File: src/rtl/pwcs_pkg.sv
`default_nettype none
// ----------------------------------------------------------------------------
// pwcs_pkg
// Shared types and constants for the pulse-width command sender.
// ----------------------------------------------------------------------------
package pwcs_pkg;

  localparam int unsigned TICK_W = 10;
  localparam int unsigned CMD_W  = 8;
  localparam int unsigned REP_W  = 4;
  localparam int unsigned BIT_W  = 3;
  localparam int unsigned IDX_W  = 3;

  localparam logic [TICK_W-1:0] START_RST    = TICK_W'(30);
  localparam logic [TICK_W-1:0] SHORT_RST    = TICK_W'(10);
  localparam logic [TICK_W-1:0] LONG_RST     = TICK_W'(20);
  localparam logic [TICK_W-1:0] END_LOW_RST  = TICK_W'(30);
  localparam logic [TICK_W-1:0] END_HIGH_RST = TICK_W'(600);
  localparam logic [REP_W-1:0]  REPEAT_RST   = REP_W'(8);
  localparam logic [BIT_W-1:0]  LAST_BIT     = BIT_W'(CMD_W - 1);

  typedef enum logic [1:0] {
    OP_TICK  = 2'd0,
    OP_LOAD  = 2'd1,
    OP_ABORT = 2'd2
  } op_e;

  typedef enum logic [1:0] {
    KIND_TICK,
    KIND_LOAD,
    KIND_ABORT,
    KIND_HOLD
  } kind_e;

  typedef enum logic [IDX_W-1:0] {
    REG_START    = 3'd0,
    REG_SHORT    = 3'd1,
    REG_LONG     = 3'd2,
    REG_END_LOW  = 3'd3,
    REG_END_HIGH = 3'd4,
    REG_REPEAT   = 3'd5
  } cfg_reg_e;

  typedef enum logic [2:0] {
    PH_IDLE,
    PH_START,
    PH_BIT_LOW,
    PH_BIT_HIGH,
    PH_EOD_LOW,
    PH_EOD_HIGH
  } phase_e;

  typedef struct packed {
    kind_e            kind;
    logic [CMD_W-1:0] command;
    logic             mode;
  } item_t;

  typedef struct packed {
    logic line_level;
    logic busy_res;
    logic frame_done;
    logic rejected;
  } result_t;

  // zero-length segment lasts one tick
  function automatic logic [TICK_W-1:0] seg_len(input logic [TICK_W-1:0] r);
    seg_len = (r == '0) ? TICK_W'(1) : r;
  endfunction

endpackage
`default_nettype wire

File: src/rtl/pwcs_front.sv
`default_nettype none
// ----------------------------------------------------------------------------
// pwcs_front
// Decodes an incoming word into an operation kind and mode-control flag.
// ----------------------------------------------------------------------------
module pwcs_front import pwcs_pkg::*; (
  input  wire logic [1:0]       operation_i,
  input  wire logic [CMD_W-1:0] command_i,
  output item_t                 item_o
);

  always_comb begin
    item_o.command = command_i;
    // address 5 or 7 in bits 7..5: bits 7 and 5 set, bit 6 ignored
    item_o.mode    = command_i[7] & command_i[5];
    unique case (operation_i)
      OP_TICK:  item_o.kind = KIND_TICK;
      OP_LOAD:  item_o.kind = KIND_LOAD;
      OP_ABORT: item_o.kind = KIND_ABORT;
      default:  item_o.kind = KIND_HOLD;
    endcase
  end

endmodule
`default_nettype wire

File: src/rtl/pwcs_queue.sv
`default_nettype none
// ----------------------------------------------------------------------------
// pwcs_queue
// Two-word queue between the decoder and the waveform engine.
// ----------------------------------------------------------------------------
module pwcs_queue import pwcs_pkg::*; (
  input  wire logic  clk_i,
  input  wire logic  rst_ni,
  input  wire logic  push_i,
  input  wire item_t data_i,
  output logic       full_o,
  input  wire logic  pop_i,
  output item_t      data_o,
  output logic       empty_o
);

  item_t      mem_q [2];
  logic       wr_q, wr_d, rd_q, rd_d;
  logic [1:0] cnt_q, cnt_d;
  logic       do_push, do_pop;

  assign full_o  = (cnt_q == 2'd2);
  assign empty_o = (cnt_q == 2'd0);
  assign do_push = push_i & ~full_o;
  assign do_pop  = pop_i & ~empty_o;
  assign data_o  = mem_q[rd_q];

  always_comb begin
    wr_d  = do_push ? ~wr_q : wr_q;
    rd_d  = do_pop ? ~rd_q : rd_q;
    cnt_d = cnt_q + 2'(do_push) - 2'(do_pop);
  end

  always_ff @(posedge clk_i or negedge rst_ni) begin
    if (!rst_ni) begin
      wr_q  <= 1'b0;
      rd_q  <= 1'b0;
      cnt_q <= 2'd0;
    end else begin
      wr_q  <= wr_d;
      rd_q  <= rd_d;
      cnt_q <= cnt_d;
    end
  end

  always_ff @(posedge clk_i) begin
    if (do_push) begin
      mem_q[wr_q] <= data_i;
    end
  end

endmodule
`default_nettype wire

File: src/rtl/pwcs_back.sv
`default_nettype none
// ----------------------------------------------------------------------------
// pwcs_back
// Waveform engine: configuration registers, segment sequencer and a
// two-word result buffer.
// ----------------------------------------------------------------------------
module pwcs_back import pwcs_pkg::*; (
  input  wire logic              clk_i,
  input  wire logic              rst_ni,
  input  wire logic              cfg_valid_i,
  input  wire logic [IDX_W-1:0]  cfg_index_i,
  input  wire logic [TICK_W-1:0] cfg_data_i,
  input  wire logic              in_valid_i,
  input  wire item_t             in_item_i,
  output logic                   in_pop_o,
  input  wire logic              pop_i,
  output logic                   empty_o,
  output result_t                res_o
);

  // configuration
  logic [TICK_W-1:0] start_q, short_q, long_q, end_low_q, end_high_q;
  logic [REP_W-1:0]  repeat_q;

  always_ff @(posedge clk_i or negedge rst_ni) begin
    if (!rst_ni) begin
      start_q    <= START_RST;
      short_q    <= SHORT_RST;
      long_q     <= LONG_RST;
      end_low_q  <= END_LOW_RST;
      end_high_q <= END_HIGH_RST;
      repeat_q   <= REPEAT_RST;
    end else if (cfg_valid_i) begin
      unique case (cfg_index_i)
        REG_START:    start_q    <= cfg_data_i;
        REG_SHORT:    short_q    <= cfg_data_i;
        REG_LONG:     long_q     <= cfg_data_i;
        REG_END_LOW:  end_low_q  <= cfg_data_i;
        REG_END_HIGH: end_high_q <= cfg_data_i;
        REG_REPEAT:   repeat_q   <= cfg_data_i[REP_W-1:0];
        default:      ;
      endcase
    end
  end

  // result buffer
  result_t    obuf_q [2];
  logic       owr_q, ord_q;
  logic [1:0] ocnt_q;
  logic       out_full, fire, res_pop;
  result_t    res_d;

  assign out_full = (ocnt_q == 2'd2);
  assign fire     = in_valid_i & ~out_full;
  assign in_pop_o = fire;
  assign empty_o  = (ocnt_q == 2'd0);
  assign res_pop  = pop_i & ~empty_o;
  assign res_o    = obuf_q[ord_q];

  always_ff @(posedge clk_i or negedge rst_ni) begin
    if (!rst_ni) begin
      owr_q  <= 1'b0;
      ord_q  <= 1'b0;
      ocnt_q <= 2'd0;
    end else begin
      if (fire) owr_q <= ~owr_q;
      if (res_pop) ord_q <= ~ord_q;
      ocnt_q <= ocnt_q + 2'(fire) - 2'(res_pop);
    end
  end

  always_ff @(posedge clk_i) begin
    if (fire) begin
      obuf_q[owr_q] <= res_d;
    end
  end

  // sequencer
  phase_e            phase_q, phase_d;
  logic [TICK_W-1:0] tick_q, tick_d, tick_dec;
  logic [BIT_W-1:0]  bit_q, bit_d;
  logic [CMD_W-1:0]  shift_q, shift_d, shift_rot;
  logic [REP_W-1:0]  frames_q, frames_d, frames_dec;
  logic              line_q, line_d;
  logic              done, rej, one_cur, one_nxt;

  assign tick_dec   = tick_q - TICK_W'(1);
  assign frames_dec = frames_q - REP_W'(1);
  assign shift_rot  = {shift_q[CMD_W-2:0], shift_q[CMD_W-1]};
  assign one_cur    = shift_q[CMD_W-1];
  assign one_nxt    = shift_q[CMD_W-2];

  always_comb begin
    phase_d  = phase_q;
    tick_d   = tick_q;
    bit_d    = bit_q;
    shift_d  = shift_q;
    frames_d = frames_q;
    line_d   = line_q;
    done     = 1'b0;
    rej      = 1'b0;
    unique case (in_item_i.kind)
      KIND_TICK: begin
        if (phase_q != PH_IDLE) begin
          tick_d = tick_dec;
          if (tick_dec == '0) begin
            unique case (phase_q)
              PH_START: begin
                bit_d   = '0;
                phase_d = PH_BIT_LOW;
                line_d  = 1'b0;
                tick_d  = seg_len(one_cur ? short_q : long_q);
              end
              PH_BIT_LOW: begin
                phase_d = PH_BIT_HIGH;
                line_d  = 1'b1;
                tick_d  = seg_len(one_cur ? long_q : short_q);
              end
              PH_BIT_HIGH: begin
                shift_d = shift_rot;
                line_d  = 1'b0;
                if (bit_q == LAST_BIT) begin
                  bit_d   = '0;
                  phase_d = PH_EOD_LOW;
                  tick_d  = seg_len(end_low_q);
                end else begin
                  bit_d   = bit_q + BIT_W'(1);
                  phase_d = PH_BIT_LOW;
                  tick_d  = seg_len(one_nxt ? short_q : long_q);
                end
              end
              PH_EOD_LOW: begin
                phase_d = PH_EOD_HIGH;
                line_d  = 1'b1;
                tick_d  = seg_len(end_high_q);
              end
              default: begin
                frames_d = frames_dec;
                line_d   = 1'b1;
                if (frames_dec == '0) begin
                  phase_d = PH_IDLE;
                  tick_d  = '0;
                  done    = 1'b1;
                end else begin
                  phase_d = PH_START;
                  tick_d  = seg_len(start_q);
                end
              end
            endcase
          end
        end
      end
      KIND_LOAD: begin
        if (phase_q != PH_IDLE) begin
          rej = 1'b1;
        end else begin
          shift_d  = in_item_i.command;
          bit_d    = '0;
          frames_d = (in_item_i.mode && repeat_q != '0) ? repeat_q : REP_W'(1);
          phase_d  = PH_START;
          line_d   = 1'b1;
          tick_d   = seg_len(start_q);
        end
      end
      KIND_ABORT: begin
        phase_d  = PH_IDLE;
        tick_d   = '0;
        bit_d    = '0;
        frames_d = '0;
        line_d   = 1'b0;
      end
      default: ;
    endcase
  end

  always_comb begin
    res_d.line_level = line_d;
    res_d.busy_res   = (phase_d != PH_IDLE);
    res_d.frame_done = done;
    res_d.rejected   = rej;
  end

  always_ff @(posedge clk_i or negedge rst_ni) begin
    if (!rst_ni) begin
      phase_q  <= PH_IDLE;
      tick_q   <= '0;
      bit_q    <= '0;
      shift_q  <= '0;
      frames_q <= '0;
      line_q   <= 1'b0;
    end else if (fire) begin
      phase_q  <= phase_d;
      tick_q   <= tick_d;
      bit_q    <= bit_d;
      shift_q  <= shift_d;
      frames_q <= frames_d;
      line_q   <= line_d;
    end
  end

endmodule
`default_nettype wire

File: src/rtl/pulse_width_command_sender.sv
`default_nettype none
// ----------------------------------------------------------------------------
// pulse_width_command_sender
// One-wire pulse-width coded command sender: decoder, two-word queue and
// waveform engine with a two-word result buffer.
// ----------------------------------------------------------------------------
// channel   | handshake              | payload
// input     | push, full             | operation_i, command_i
// result    | pop, empty             | line_level_o, busy_res_o, frame_done_o,
//           |                        | rejected_o
// config    | cfg_valid_i, cfg_ready_o | cfg_index_i, cfg_data_i
//
// One word per cycle sustained while the result buffer has room; the engine
// updates its state for each word. With nothing waiting, a word is registered
// in the queue, then its result in the buffer that drives the result ports.
// Reset loads the register defaults and leaves the line low and idle.
// A stalled result side backs up through the result buffer and the queue.
// ----------------------------------------------------------------------------
module pulse_width_command_sender import pwcs_pkg::*; (
  input  wire logic              clk_i,
  input  wire logic              rst_ni,
  input  wire logic              push,
  output logic                   full,
  input  wire logic [1:0]        operation_i,
  input  wire logic [CMD_W-1:0]  command_i,
  input  wire logic              pop,
  output logic                   empty,
  output logic                   line_level_o,
  output logic                   busy_res_o,
  output logic                   frame_done_o,
  output logic                   rejected_o,
  input  wire logic              cfg_valid_i,
  output logic                   cfg_ready_o,
  input  wire logic [IDX_W-1:0]  cfg_index_i,
  input  wire logic [TICK_W-1:0] cfg_data_i
);

  item_t   dec_item, q_item;
  logic    q_empty, q_pop;
  result_t res;

  assign cfg_ready_o = 1'b1;

  pwcs_front u_front (
    .operation_i (operation_i),
    .command_i   (command_i),
    .item_o      (dec_item)
  );

  pwcs_queue u_queue (
    .clk_i   (clk_i),
    .rst_ni  (rst_ni),
    .push_i  (push),
    .data_i  (dec_item),
    .full_o  (full),
    .pop_i   (q_pop),
    .data_o  (q_item),
    .empty_o (q_empty)
  );

  pwcs_back u_back (
    .clk_i       (clk_i),
    .rst_ni      (rst_ni),
    .cfg_valid_i (cfg_valid_i),
    .cfg_index_i (cfg_index_i),
    .cfg_data_i  (cfg_data_i),
    .in_valid_i  (~q_empty),
    .in_item_i   (q_item),
    .in_pop_o    (q_pop),
    .pop_i       (pop),
    .empty_o     (empty),
    .res_o       (res)
  );

  assign line_level_o = res.line_level;
  assign busy_res_o   = res.busy_res;
  assign frame_done_o = res.frame_done;
  assign rejected_o   = res.rejected;

endmodule
`default_nettype wire
File: config.mk
export PLATFORM = sky130hd
export DESIGN_NAME = pulse_width_command_sender
export DESIGN_NICKNAME = d
export VERILOG_FILES = /design/src/rtl/pwcs_pkg.sv /design/src/rtl/pwcs_front.sv /design/src/rtl/pwcs_queue.sv /design/src/rtl/pwcs_back.sv /design/src/rtl/pulse_width_command_sender.sv
export SDC_FILE = /design/constraint.sdc
export NUM_CORES = 1
export LEC_CHECK = 0
export BUFFER_PORTS_ARGS = -buffer_cell sky130_fd_sc_hd__buf_2
export CAP_MARGIN = 0
export CORE_ASPECT_RATIO = 2
export CORE_MARGIN = 4
export CORE_UTILIZATION = 35
export CTS_BUF_LIST = sky130_fd_sc_hd__clkbuf_16
export DETAILED_ROUTE_END_ITERATION = 10
export HOLD_SLACK_MARGIN = 0.08
export SLEW_MARGIN = 10
export SYNTH_ARGS = -nofsm -noshare
export SYNTH_HDL_FRONTEND = slang
export SYNTH_SLANG_ARGS = --single-unit
File: constraint.sdc
create_clock -name clk_i -period 3.3 [get_ports clk_i]
set_input_delay 0.33 -clock clk_i [delete_from_list [all_inputs] [get_ports clk_i]]
set_output_delay 0.33 -clock clk_i [all_outputs]
set_load 0.02 [all_outputs]
==> results.md <==
- The flow ran to the end, and the final reports show no timing, DRC or antenna violations.
- The depth of the worst hold-timing path is 1.
- The final count of hold timing violations is 0.
- The count of buffers added by post-CTS timing repair for setup is 0.
- The worst-case hold path end point is u_queue.mem_q[1][3].
- The largest net degree at the start of global routing is 41.
- The full die area is 21400 um2.
- The die extent in y is 203 um.
- The endpoint identified for the worst register-to-register timing path is u_back.tick_q[3].
- The number of routed nets with antenna violations is 0.
- The power spent charging and discharging nets is 2.79 mW.
- The combined global-route utilization of all metal layers is 0.181.
- The total number of nets in the final design is 670.
- The endpoint kind of the worst setup timing path is a flop.
- 0 antenna diodes ended up in the layout.
- The worst setup path is of the flop to flop kind.
- The area growth from synthesis to layout is 15.6%.
- The peak supply drop is 0.000336 V.
- The worst slew margin relative to its limit is 0.349.
- The signal on the critical path passes through buf_4 -> mux2i_1 -> ha_1 -> nor2b_1 -> a2111oi_4 -> buf_4 -> a21o_1 -> a2111oi_2 -> a21oi_1.
- In this run, the number of DRC markers left after iteration 0 of detailed routing was 349.
- The tree is rooted in a sky130_fd_sc_hd__clkbuf_16.
- The internal power of the cells totals 4.42 mW.
- The synthesized design spends more area on one cell type than any other, namely sky130_fd_sc_hd__dfrtp_1.
- The number of maximum-capacitance constraint violations is 0.
- The prevailing post-synth register cell is sky130_fd_sc_hd__dfrtp_1.
- The highest attainable clock frequency is 365 MHz.
- The number of nets in the synthesized netlist is 633.
- The clock network latency to the later pin of the worst-skew pair is 0.42 ns.
- The transition time at the pin with the least slew margin is 0.971 ns.
- The launch point of the worst hold path is command_i[2].
- The area taken by flip-flops and latches is 3200 um2.
- The reg-to-reg startpoint is u_queue.rd_q.
- For the final database, setup skew stands at 0.0101 ns.
- Of the total power, the share spent switching nets is 0.387.
- Summing every instance area after synthesis gives 6660 um2.
- The share of total power dissipated in combinational logic is 0.410.
- Of the available clock period, the critical path in the final layout requires 0.831.
- The library cell used most frequently in the layout, excluding fill and tap cells, is sky130_fd_sc_hd__dfrtp_1.
- The count of final setup violators is 0.
- The Yosys warning count is 0.
- The count of unique library cells instantiated by Yosys is 78.
- The cell count after synthesis came out at 592.
- Pin placement for this block handled 35 I/O pins.
- The endpoint required time on the critical path is 3.59 ns.
- On the critical path, the stage with the largest delay is an instance of sky130_fd_sc_hd__nor2b_1.
- The area fraction of the dominant cell type after synthesis is 0.278.
- TritonCTS built the clock tree.
- For this run, asynchronously set or reset flops after synthesis account for 0.752.
- The CTS sink count is 121.
- The most numerous cell on the critical path is sky130_fd_sc_hd__buf_4.
- In this run the static leakage power is 3.08 nW.
- The initial utilization of the core area, before any placement, comes to 0.355.
- Setup slack on the worst reg-to-reg path comes out at 0.56 ns.
- The number of cells on the worst reg-to-reg path is 9.
- Along the worst path, the maximum fanout reaches 20.
- The core outline area is 18700 um2.
- The total number of placement rows is 71.
- Counting flops and latches in the post-synthesis netlist gives 121.
- The first global-routing pass estimated 29800 um of wire.
- The total number of vias is 5128.
- The maximum cell stage delay along the critical path is 0.44 ns.
- The number of enable flip-flop cells after synthesis is 30.
- The number of max-slew violations in the final report came to 0.
- Of the synthesized area, sequential elements account for 0.480.
- The final design utilization is 0.411.
- STA puts the critical path data arrival time at 3.04 ns.
- The number of global-route vias before repair is 5488.
- The launching element type of the critical path is a flop.
- The clock passes through at most 2 buffers.
- The sequential fraction of design power is 0.349.
- The number of antenna violations at the first check in global routing is 0.
- In the routed design, unresolved DRC markers number 0.
- The multi-input combinational cells in the finished layout cover a total of 3230 um2.
- Dividing the detail-routed wire length by the instance count gives 20.7 um.
- The mean cell area of the mapped netlist is 11.3 um2.
- The detailed-router iteration count before antenna repair is 5.
- Setup repair after global routing left no endpoint under its margin.
- The top cell types in the final layout, fill and taps aside, are sky130_fd_sc_hd__dfrtp_1 (74), sky130_fd_sc_hd__mux2_2 (70), sky130_fd_sc_hd__nor2_1 (40).
- Subtracting the final worst setup slack from the clock period gives 2.74 ns.
- Final hold analysis gives a worst-case slack of 0.0953 ns.
- The share of cells above drive strength 1 is 0.287.
- The number of H-tree levels is 4.
- After legalization and detailed placement, the total HPWL measured 14100 um.
- The wire length reported by the detailed router is 18600 um.
- The average via count per standard cell is 5.72.
- The clock transition at the registers of the reported paths is 0.06 ns.
- The power per cell area is 937 nW/um2.
- The clock network fraction of total power is 0.240.
- In this run, CTS created clock tree buffers numbering 17.
- The sum of negative setup slack is 0 ns.
- Sorting the synthesized cells by area gives the leading types as sky130_fd_sc_hd__dfrtp_1 (28%), sky130_fd_sc_hd__edfxtp_1 (14%), sky130_fd_sc_hd__mux2_2 (12%).
- The worst hold-check path type is primary input to flop.
- In this run the horizontal extent of the chip is 106 um.
- During placement, the flow inserted port buffers numbering 33.
- The routability congestion estimate is 0.949.
- After global routing the overflow that remains totals 0.
- The layout has 1845 filler cells.
-- per-stage QoR --
stage               std cells  total power, mW  worst slack (ns)  instance area, um2
global route              897             7.65             0.349                7700
floorplan                 592             4.59             0.496                6660
global placement          864             5.39             0.632                7140
CTS                       897             7.24             0.532                7700
detailed placement        864             5.48             0.545                7140
finish                    897             7.21             0.557                7700
-- layer usage --
metal	track usage	vias up	part of all wire
met5	0	-	0
met4	0.136	0	0.067
met3	0.0309	80	0.033
met2	0.340	184	0.57
met1	0.171	2558	0.34
li1	-	2306	-
-- cell usage after synthesis (all sizes together), types with 3 or more instances --
cell type  count
a222oi         4
a221oi         6
nand3b         3
o211ai         5
nor3          15
a32oi          3
mux2          71
nor4b          3
a22oi          6
dfrtp         74
nor4          13
a2111oi        3
nand2         33
nor3b          4
nand3         11
edfxtp        30
a22o           4
or3            3
dfstp         17
o22ai          5
o41ai          5
nor2b          9
clkbuf        22
ha            13
o21ai         27
inv           23
and2           4
a211oi         3
mux2i         31
a21o           3
a21oi         20
nand2b         4
a221o          5
a31oi          7
and3           4
buf           12
nand4          3
xnor2         14
nor2          40
-- power by group through the flow --
stage / registers, mW / logic [mW] / clock network [mW]
floorplan: 2.32 / 2.27 / 0
global placement: 2.51 / 2.88 / 0
detailed placement: 2.53 / 2.94 / 0
CTS: 2.51 / 2.96 / 1.77
global route: 2.56 / 3.25 / 1.84
finish: 2.52 / 2.96 / 1.73
-- final cells by class --
type / count / area share
multi-input cells: 414 / 0.420
flip-flops and latches: 121 / 0.416
clock buffers: 17 / 0.0553
well taps: 255 / 0.0414
repair buffers: 52 / 0.0406
clock inverters: 15 / 0.0161
inverters: 23 / 0.0112
-- sequential cells by signal, summed over array words and instances, names as in the netlist, 2 cells and up --
name,count
u_back.ocnt_q,2
u_back.obuf_q,8
u_back.bit_q,3
u_back.long_q,10
u_back.end_high_q,10
u_back.start_q,10
u_back.tick_q,10
u_queue.cnt_q,2
u_back.shift_q,8
u_back.short_q,10
u_back.frames_q,4
u_back.repeat_q,4
u_back.phase_q,3
u_queue.mem_q,22
u_back.end_low_q,10
-- how the worst max path moves through the flow --
| stage | start | end | slack [ns] | cells after the start |
|---|---|---|---|---|
| 2_1_floorplan | u_queue.rd_q | u_back.tick_q[3] | 0.50 | 10 |
| 4_1_cts | u_queue.rd_q | u_back.tick_q[3] | 0.53 | 9 |
| 6_report | u_queue.rd_q | u_back.tick_q[3] | 0.56 | 9 |
| 3_5_place_dp | u_queue.rd_q | u_back.tick_q[3] | 0.54 | 9 |
| 3_3_place_gp | u_queue.rd_q | u_back.shift_q[6] | 0.63 | 7 |
| 5_1_grt | u_back.tick_q[0] | u_back.obuf_q[1][2] | 0.35 | 8 |
-- worst max-delay path: cells and delay by family (launching register included) --
family,cells,cell delay (ns)
simple gates,1,0.44
flops,1,0.36
fa+ha+maj,1,0.30
mux,1,0.32
buf+inv,2,0.46
compound gates,4,0.73
-- cells by family after synthesis --
family	count (synthesis)	share of synthesized area
simple gates	157	0.128
flops	121	0.480
other cells	1	0.000563
buf+inv	57	0.0364
fa+ha+maj	13	0.0244
compound gates	125	0.141
mux	102	0.167
xor+xnor	16	0.0222
-- what timing repair did --
item / in CTS / in global routing
gates resized for setup: 0 / 0
hold endpoints to repair: 33 / 0
hold buffers: 1 / 0
No activity file was read; power rests on OpenSTA's default activity.
